**src/rtl/core/hpq_pkg.sv**
```systemverilog
// ----------------------------------------------------------------------------
// hpq_pkg
// Shared types, codes and constants of the max-heap priority queue.
// ----------------------------------------------------------------------------
`default_nettype none

package hpq_pkg;

	localparam int DEFAULT_CAPACITY = 256;

	// request operation codes
	localparam logic FUNC_PUSH = 1'b0;
	localparam logic FUNC_POP  = 1'b1;

	// result status codes
	localparam logic [1:0] ST_OK    = 2'd0;
	localparam logic [1:0] ST_EMPTY = 2'd1;
	localparam logic [1:0] ST_FULL  = 2'd2;

	// datapath operation codes
	localparam logic [3:0] OP_IDLE     = 4'd0;
	localparam logic [3:0] OP_LOAD     = 4'd1;
	localparam logic [3:0] OP_REJECT   = 4'd2;
	localparam logic [3:0] OP_INC      = 4'd3;
	localparam logic [3:0] OP_PLACE    = 4'd4;
	localparam logic [3:0] OP_UP_RD    = 4'd5;
	localparam logic [3:0] OP_UP_MOVE  = 4'd6;
	localparam logic [3:0] OP_POP_RD   = 4'd7;
	localparam logic [3:0] OP_POP_TAKE = 4'd8;
	localparam logic [3:0] OP_DN_RD    = 4'd9;
	localparam logic [3:0] OP_DN_MOVE  = 4'd10;
	localparam logic [3:0] OP_TOP_RD   = 4'd11;
	localparam logic [3:0] OP_FINISH   = 4'd12;

	typedef struct packed {
		logic               func;
		logic signed [31:0] value;
	} req_t;

	typedef struct packed {
		logic [1:0]         status;
		logic signed [31:0] popped_value;
		logic signed [31:0] top_value;
		logic [8:0]         count;
	} rsp_t;

	typedef struct packed {
		logic [3:0] op;
	} cmd_t;

	typedef struct packed {
		logic is_pop;    // latched request is a pop
		logic reject;    // pop on empty or push on full
		logic at_root;   // hole is at the root
		logic has_left;  // hole has at least a left child
		logic swap;      // compare says move the neighbor into the hole
	} stat_t;

endpackage

`default_nettype wire

```
**src/rtl/core/hpq_ctrl.sv**
```systemverilog
// ----------------------------------------------------------------------------
// hpq_ctrl
// Sequencer for push/pop: sift-up and sift-down loops, result hand-off.
// ----------------------------------------------------------------------------
`default_nettype none

module hpq_ctrl
	import hpq_pkg::*;
(
	input  wire logic  clk,
	input  wire logic  arst_n,
	input  wire logic  req_valid,
	output logic       req_ready,
	output logic       rsp_valid,
	input  wire logic  rsp_ready,
	input  wire stat_t stat,
	output cmd_t       cmd
);

	localparam logic [3:0] S_IDLE     = 4'd0;
	localparam logic [3:0] S_CHECK    = 4'd1;
	localparam logic [3:0] S_UP       = 4'd2;
	localparam logic [3:0] S_UP_CMP   = 4'd3;
	localparam logic [3:0] S_POP_TAKE = 4'd4;
	localparam logic [3:0] S_DOWN     = 4'd5;
	localparam logic [3:0] S_DN_CMP   = 4'd6;
	localparam logic [3:0] S_TOP      = 4'd7;
	localparam logic [3:0] S_FIN      = 4'd8;

	logic [3:0] state_q, state_d;
	logic       out_valid_q;
	logic       slot_free;

	assign slot_free = !out_valid_q || rsp_ready;
	assign req_ready = (state_q == S_IDLE);
	assign rsp_valid = out_valid_q;

	always_comb begin
		state_d = state_q;
		cmd.op  = OP_IDLE;
		case (state_q)
			S_IDLE: begin
				if (req_valid) begin
					cmd.op  = OP_LOAD;
					state_d = S_CHECK;
				end
			end
			S_CHECK: begin
				if (stat.reject) begin
					cmd.op  = OP_REJECT;
					state_d = S_TOP;
				end else if (stat.is_pop) begin
					cmd.op  = OP_POP_RD;
					state_d = S_POP_TAKE;
				end else begin
					cmd.op  = OP_INC;
					state_d = S_UP;
				end
			end
			S_UP: begin
				if (stat.at_root) begin
					cmd.op  = OP_PLACE;
					state_d = S_TOP;
				end else begin
					cmd.op  = OP_UP_RD;
					state_d = S_UP_CMP;
				end
			end
			S_UP_CMP: begin
				if (stat.swap) begin
					cmd.op  = OP_UP_MOVE;
					state_d = S_UP;
				end else begin
					cmd.op  = OP_PLACE;
					state_d = S_TOP;
				end
			end
			S_POP_TAKE: begin
				cmd.op  = OP_POP_TAKE;
				state_d = S_DOWN;
			end
			S_DOWN: begin
				if (stat.has_left) begin
					cmd.op  = OP_DN_RD;
					state_d = S_DN_CMP;
				end else begin
					cmd.op  = OP_PLACE;
					state_d = S_TOP;
				end
			end
			S_DN_CMP: begin
				if (stat.swap) begin
					cmd.op  = OP_DN_MOVE;
					state_d = S_DOWN;
				end else begin
					cmd.op  = OP_PLACE;
					state_d = S_TOP;
				end
			end
			S_TOP: begin
				cmd.op  = OP_TOP_RD;
				state_d = S_FIN;
			end
			S_FIN: begin
				if (slot_free) begin
					cmd.op  = OP_FINISH;
					state_d = S_IDLE;
				end
			end
			default: begin
				state_d = S_IDLE;
			end
		endcase
	end

	always_ff @(posedge clk or negedge arst_n) begin
		if (!arst_n) begin
			state_q     <= S_IDLE;
			out_valid_q <= 1'b0;
		end else begin
			state_q <= state_d;
			if (cmd.op == OP_FINISH)
				out_valid_q <= 1'b1;
			else if (rsp_ready)
				out_valid_q <= 1'b0;
		end
	end

`ifndef SYNTH
	a_rise_from_fin: assert property (@(posedge clk) disable iff (!arst_n)
		$rose(out_valid_q) |-> $past(state_q) == S_FIN)
		else $error("result raised outside the finish state");
`endif

endmodule

`default_nettype wire

```
**config.mk**
```make
export PLATFORM = sky130hd
export DESIGN_NAME = hpq_ctrl
export DESIGN_NICKNAME = d
export VERILOG_FILES = /design/src/rtl/core/hpq_pkg.sv /design/src/rtl/core/hpq_ctrl.sv
export SDC_FILE = /design/constraint.sdc
export NUM_CORES = 1
export LEC_CHECK = 0
export BUFFER_PORTS_ARGS = -buffer_cell sky130_fd_sc_hd__clkbuf_2
export CORE_AREA = 2 2 39 41
export CTS_CLUSTER_DIAMETER = 40
export DETAILED_ROUTE_END_ITERATION = 8
export DIE_AREA = 0 0 41 43
export MAX_ROUTING_LAYER = met4
export PLACE_DENSITY = 0.64
export SLEW_MARGIN = 15
export SYNTH_ARGS = -nofsm -noshare
export SYNTH_HDL_FRONTEND = slang
export SYNTH_SLANG_ARGS = --single-unit
```
**constraint.sdc**
```tcl
create_clock -name clk -period 3.4 [get_ports clk]
set_input_delay 0.85 -clock clk [delete_from_list [all_inputs] [get_ports clk]]
set_output_delay 0.85 -clock clk [all_outputs]
set_load 0.005 [all_outputs]
```
# Yosys cells after proc, flatten, opt, wreduce, memory -nomap -nowiden
# Index checks and enable logic that the tools add are counted.
# totals
ff_bits	5
word_cells	38
# classes
reduce_logical	5
eq_ne	11
muxes	20
# ops
operator	count
$pmux 4 s9	2
$mux 4	5
$mux 3	6
$eq 4x3->1 const B	4
$eq 4x2->1 const B	2
$eq 4x4->1 const B	2
$mux 1	5
$eq 4x1->1 const B	1
$logic_not 4->1	1
$mux 2	2
$ne 2x2->1 const B	2
$reduce_and 2->1	1
$reduce_bool 2->1	1
$logic_not 1->1	1
$logic_or 1x1->1	1

# Logic depth before layout (Yosys ltp)
# Gate-level depths: netlist (run 1).
# depth
depth_word	6
mapped_depth	4
mapped_depth_nobuf	3

# Least setup slack after synthesis (run 1)
# OpenSTA, ideal clock, no wires.
# synth_path
kind	input -> output
start	in stat[3] (netlist bit)
end	out cmd[2] (netlist bit)
path_buffers	0
t_arrival_ns	1.299
stages	3
required_ns	2.550
setup_slack_ns	1.251
path_cell_list	nor3b_1 o21ai_0 o211ai_1
# synth_rtl
item	line_no	source
start: declaration	hpq_ctrl.sv:16	input wire stat_t stat,
end: declaration	hpq_ctrl.sv:17	output cmd_t cmd

==> flow_metrics.py, run 1 <==
metrics = {
    "timing": {
        "holdWs_ps": 416,
        "max_freq_ghz": 0.409,
        "slew_viol_final": 0,
        "hold_violations": 0,
        "tightest_slew_ps": 448,
        "setup-tns-final_ps": 0,
        "clock_skew_ps": 0.702,
        "fin_ws_ps": 953,
        "fin_crit_sh": 0.720,
        "grt_setup_unrepaired": "no",
        "setup_viol": 0,
        "slew_headroom": 0.701,
        "layout_min_cycle_time_ps": 2450,
    },
    "clock_network": {
        "cts.sinks": 5,
        "clkSlewWorstSetupHoldPaths_ps": 40,
        "htree_levels": 1,
        "postCtsSetupBuffers": 0,
        "root_buffer": "clkbuf_4",
        "cts_buffers": 3,
        "cts_resized": 0,
        "insertion_delay_ps": 240,
        "ctsHoldBuffers": 0,
        "cts_tree": "done",
        "clockBufferDepth": 2,
    },
    "yosys": {
        "synth_seq_cells": 5,
        "ys.flop_type": "dfrtp_1",
        "syn-instance-count": 53,
        "synthDistinctLibCells": 29,
        "synth_nets": 62,
        "syn_area_sq_um": 422,
        "synth_warnings": 0,
        "syn_avg_cell_area_sq_um": 7.96,
        "synth.yosys.seq_area_share": 0.297,
        "synth_edf_count": 0,
        "async_flop_share": 1.00,
    },
    "grt": {
        "antenna_found_initial": 0,
        "overflow": 0,
        "grt_pass1_wl_um": 1590,
        "grt_pass1_vias": 379,
        "grt_max_degree": 16,
        "grt_usage": 0.135,
    },
    "placement": {
        "post-place-ws_ps": 959,
        "gp_congestion": 0.759,
        "portBuffers": 14,
        "hpwl_um": 741,
        "place_area_sq_um": 484,
    },
    "finish": {
        "area_growth_pct": 21.1,
        "diodes": 0,
        "fin_area_sq_um": 510,
        "fin_nets": 77,
        "drive_gt1_frac": 0.299,
        "final_util": 0.369,
    },
    "setup_path": {
        "cp.arrival_ps": 1600,
        "worst-path-max-fanout": 4,
        "worstSetupPathType": "in -> out",
        "critPathRequiredTime_ps": 2550,
        "cp-start-kind": "input port",
        "end_kind": "output port",
    },
    "die": {
        "dieWidth_um": 41,
        "die_area_sq_um": 1760,
        "dieHeight_um": 43,
        "initial_core_util": 0.305,
        "ios": 15,
        "rows": 14,
        "coreArea_sq_um": 1380,
    },
    "routing": {
        "wirelength_um": 932,
        "viasPerCell": 5.05,
        "first_pass_iters": 4,
        "routedWlPerCell_um": 11.2,
        "detail_route.iter0.violations": 2,
        "drc": 0,
        "antenna_left": 0,
        "vias": 419,
    },
    "power_and_ir_drop": {
        "peakVddDrop_mv": 0.476,
        "switching_share": 0.454,
        "power_switching_mw": 0.213,
        "p_int_mw": 0.256,
        "cellPowerDensity_nw_per_um2": 917,
        "pwr-share-seq": 0.343,
        "combPwrFrac": 0.512,
        "leakage_nw": 0.222,
        "clkPwrFrac": 0.144,
    },
    "outcome": {
        "status": "finished, final reports clean",
    },
    "job": {
        "cap_violations": 0,
    },
    "hold_path": {
        "hp-class": "in -> async",
    },
}
[routing by layer]
| layer | track usage | vias up | share of wire |
|---|---|---|---|
| li1 | - | 220 | - |
| met1 | 0.172 | 185 | 0.43 |
| met2 | 0.175 | 12 | 0.47 |
| met3 | 0.0838 | 2 | 0.076 |
| met4 | 0.0400 | 0 | 0.017 |
| met5 | - | - | 0 |
[area by class of cell]
class,instances,area [sq um]
inverters,2,7.51
well taps,16,20.0
clock buffers,4,26.3
repair buffers,14,70.1
multi-input cells,42,262
fillers,147,873
flip-flops and latches,5,125
[registers in the layout (all words and copies together), names as in the netlist]
name,count
state_q,4
rsp_valid,1
[cells by family after synthesis]
family | Yosys count | share of synthesized area
simple gates | 27 | 0.356
buf+inv | 6 | 0.0831
flops | 5 | 0.297
compound gates | 15 | 0.264
[worst paths after layout]
kind | startpoint | endpoint | slack (ps) | depth (start not counted)
worst min-delay path | arst_n | state_q[3]$_DFFE_PN0P_ | 420 | 1
min in group clk | rsp_valid$_DFFE_PN0P_ | rsp_valid$_DFFE_PN0P_ | 520 | 2
max in group asynchronous | arst_n | state_q[2]$_DFFE_PN0P_ | 2850 | 1
worst max-delay path | stat[3] | cmd[2] | 950 | 5
worst min register to register | rsp_valid$_DFFE_PN0P_ | rsp_valid$_DFFE_PN0P_ | 520 | 2
worst max register to register | state_q[2]$_DFFE_PN0P_ | state_q[2]$_DFFE_PN0P_ | 2000 | 3
[worst max-delay path, cell delays in order]
cell      delay, ps
clkbuf_2        110
nor3b_1         220
o21ai_0         110
o211ai_1        180
clkbuf_2        140
[synth_stat cells (2+ instances only)]
| cell type | instances | share of area |
|---|---|---|
| nor2_1 | 3 | 0.027 |
| a21oi_1 | 2 | 0.024 |
| nor2b_1 | 5 | 0.074 |
| inv_1 | 2 | 0.018 |
| o21ai_0 | 3 | 0.036 |
| dfrtp_1 | 5 | 0.30 |
| o211ai_1 | 2 | 0.036 |
| nand2_1 | 4 | 0.036 |
| nand2b_1 | 3 | 0.045 |
| nor4_1 | 2 | 0.030 |
| nor3_1 | 4 | 0.047 |
[placed cells by master (no fill, tap or decap)]
cell type / n
or3b_1: 1
nand3_1: 1
nor3_1: 4
o21ai_0: 3
nor4_1: 2
o211ai_1: 2
o31a_1: 1
nor2_2: 1
a2111o_1: 1
nor3b_1: 1
a21oi_1: 2
a2111oi_2: 1
nand2b_1: 3
o31ai_1: 1
nand3b_1: 1
clkbuf_1: 1
clkbuf_4: 3
nor2b_1: 5
nand2_1: 4
o21a_1: 1
a31oi_1: 1
inv_1: 2
a21oi_2: 1
nand4_1: 1
nor2_1: 3
dfrtp_1: 5
o22ai_1: 1
clkbuf_2: 14
[stage by stage]
step	total power, mW	instances
floorplan	0.342	53
global placement	0.400	79
finish	0.468	83
CTS	0.474	83
detailed placement	0.403	79
global route	0.518	83
[power by group through the flow]
stage | logic (mW) | registers, mW | clock network, mW
after floorplan | 0.239 | 0.102 | 0
after global placement | 0.240 | 0.160 | 0
after detailed placement | 0.244 | 0.159 | 0
after CTS | 0.245 | 0.159 | 0.0702
after global routing | 0.272 | 0.171 | 0.0740
final | 0.240 | 0.161 | 0.0676
Note: power is estimated with default switching activity, not from simulation.
==> run 2: changes to the inputs <==
--- a/config.mk
+++ b/config.mk
@@ -11,7 +11,7 @@
 export DETAILED_ROUTE_END_ITERATION = 8
 export DIE_AREA = 0 0 41 43
 export MAX_ROUTING_LAYER = met4
-export PLACE_DENSITY = 0.64
+export PLACE_DENSITY = 0.66
 export SLEW_MARGIN = 15
 export SYNTH_ARGS = -nofsm -noshare
 export SYNTH_HDL_FRONTEND = slang
==> constraint.sdc (replaced) <==
create_clock -name clk -period 2.1 [get_ports clk]
set_input_delay 0.525 -clock clk [delete_from_list [all_inputs] [get_ports clk]]
set_output_delay 0.525 -clock clk [all_outputs]
set_load 0.005 [all_outputs]
==> flow_metrics.py, run 2 (synthesized netlist as in run 1, its figures left out) <==
metrics = {
    "outcome": {
        "status": "finished, final reports clean",
    },
    "clock_network": {
        "clkSlewWorstSetupHoldPaths_ps": 40,
        "clockBufferDepth": 2,
        "ctsHoldBuffers": 0,
        "htree_levels": 1,
        "insertion_delay_ps": 240,
        "cts_tree": "done",
        "root_buffer": "clkbuf_4",
        "postCtsSetupBuffers": 0,
        "cts.sinks": 5,
        "cts_buffers": 3,
    },
    "power_and_ir_drop": {
        "clkPwrFrac": 0.140,
        "leakage_nw": 0.221,
        "power_switching_mw": 0.359,
        "combPwrFrac": 0.509,
        "switching_share": 0.460,
        "peakVddDrop_mv": 0.612,
        "cellPowerDensity_nw_per_um2": 1500,
        "pwr-share-seq": 0.351,
        "p_int_mw": 0.422,
    },
    "finish": {
        "fin_nets": 77,
        "area_growth_pct": 23.4,
        "layout_commonest_cell": "clkbuf_2",
        "nFillCells": 159,
        "diodes": 0,
        "drive_gt1_frac": 0.358,
        "largest_reg_flops": 4,
        "final_util": 0.376,
        "final_cell_mix": "clkbuf_2 (14), nor2b_1 (5), nand2_1 (4)",
        "regMostFlops": "state_q",
    },
    "timing": {
        "tightest_slew_ps": 406,
        "layout_min_cycle_time_ps": 2010,
        "setup_viol": 0,
        "slew_viol_final": 0,
        "hold_violations": 0,
        "fin_crit_sh": 0.960,
        "clock_skew_ps": 4.40,
        "max_freq_ghz": 0.496,
        "holdWs_ps": 90.5,
        "grt_setup_unrepaired": "no",
        "slew_headroom": 0.730,
        "setup-tns-final_ps": 0,
    },
    "die": {
        "rows": 14,
        "dieHeight_um": 43,
        "dieWidth_um": 41,
        "die_area_sq_um": 1760,
        "ios": 15,
        "initial_core_util": 0.305,
        "coreArea_sq_um": 1380,
    },
    "setup_path": {
        "end_kind": "output port",
        "cp.arrival_ps": 1490,
        "timing.rr.end": "state_q[2]$_DFFE_PN0P_",
        "rr_startpoint": "state_q[0]$_DFFE_PN0P_",
        "worstSetupPathType": "reg -> out",
        "r2r_slack_ps": 790,
        "worst-path-max-fanout": 12,
        "critPathRequiredTime_ps": 1570,
        "ff2ff_path_depth": 3,
        "cp-start-kind": "flip-flop",
    },
    "routing": {
        "wl_met3_um": 41,
        "viasPerCell": 5.18,
        "wl_met2_um": 483,
        "antenna_left": 0,
        "first_pass_iters": 4,
        "routedWlPerCell_um": 12.4,
        "top_layer": "met4",
        "vias": 430,
        "detail_route.iter0.violations": 11,
        "wirelength_um": 1030,
        "met1Wirelength_um": 487,
        "drc": 0,
    },
    "placement": {
        "gp_congestion": 0.825,
        "portBuffers": 14,
        "hpwl_um": 730,
    },
    "grt": {
        "grt_pass1_vias": 362,
        "antenna_found_initial": 0,
        "grt_usage": 0.130,
        "grt_pass1_wl_um": 1500,
        "overflow": 0,
        "grt_max_degree": 16,
    },
    "hold_path": {
        "hp-class": "in -> async",
    },
    "job": {
        "cap_violations": 0,
    },
}
## run 2: changes by cell type in the layout (fill, tap and decap cells not counted)
cell,before,now
nor2_1,3,2
nor3_1,4,3
nor3_2,0,1
nor2_2,1,2
dfrtp_1,5,3
dfrtp_2,0,2
## run 2: power by group through the flow
stage               Combinational [mW]  Sequential, mW  Clock [mW]
floorplan                        0.388           0.165           0
detailed placement               0.394           0.261           0
global placement                 0.394           0.256           0
global route                     0.446           0.283       0.125
finish                           0.397           0.274       0.109
CTS                              0.396           0.260       0.113
## run 2: final cells by class
class,instances,area [sq um],area share
clock buffers,4,26.3,0.0505
inverters,2,7.51,0.0144
multi-input cells,42,269,0.517
flip-flops and latches,5,128,0.245
well taps,16,20.0,0.0385
repair buffers,14,70.1,0.135
## run 2: critical path: stages, from the launching register on
cell	delay, ps
dfrtp_1	580
nor2b_1	260
o21ai_0	110
o211ai_1	170
clkbuf_2	140
## run 2: per-layer routing
metal | global-route usage | vias up
li1 | - | 223
met1 | 0.164 | 191
met2 | 0.178 | 14
met3 | 0.0628 | 2
met4 | 0.0400 | 0
met5 | - | -
## run 2: worst max path at each step
stage                                start     end  slack (ps)  cells past startpoint
finish              state_q[0]$_DFFE_PN0P_  cmd[2]          90                      4
global route        state_q[1]$_DFFE_PN0P_  cmd[1]          20                      4
global placement                   stat[3]  cmd[2]         300                      5
CTS                 state_q[1]$_DFFE_PN0P_  cmd[1]          60                      4
floorplan           state_q[1]$_DFFE_PN0P_  cmd[3]         580                      4
detailed placement                 stat[3]  cmd[2]         300                      5
## run 2: through the flow
step	setup slack (ps)	total power [mW]	instance area, sq um	instances
floorplan	580	0.553	422	53
global placement	300	0.649	484	79
detailed placement	304	0.655	484	79
CTS	62.0	0.769	510	83
global route	24.5	0.854	520	83
finish	85.0	0.780	520	83
## run 2: timing repair
| item | 4_1_cts | 5_1_grt |
|---|---|---|
| resized for setup | 0 | 4 |
| endpoints found under the setup margin | 0 | 4 |
| hold endpoints to repair | 0 | 0 |
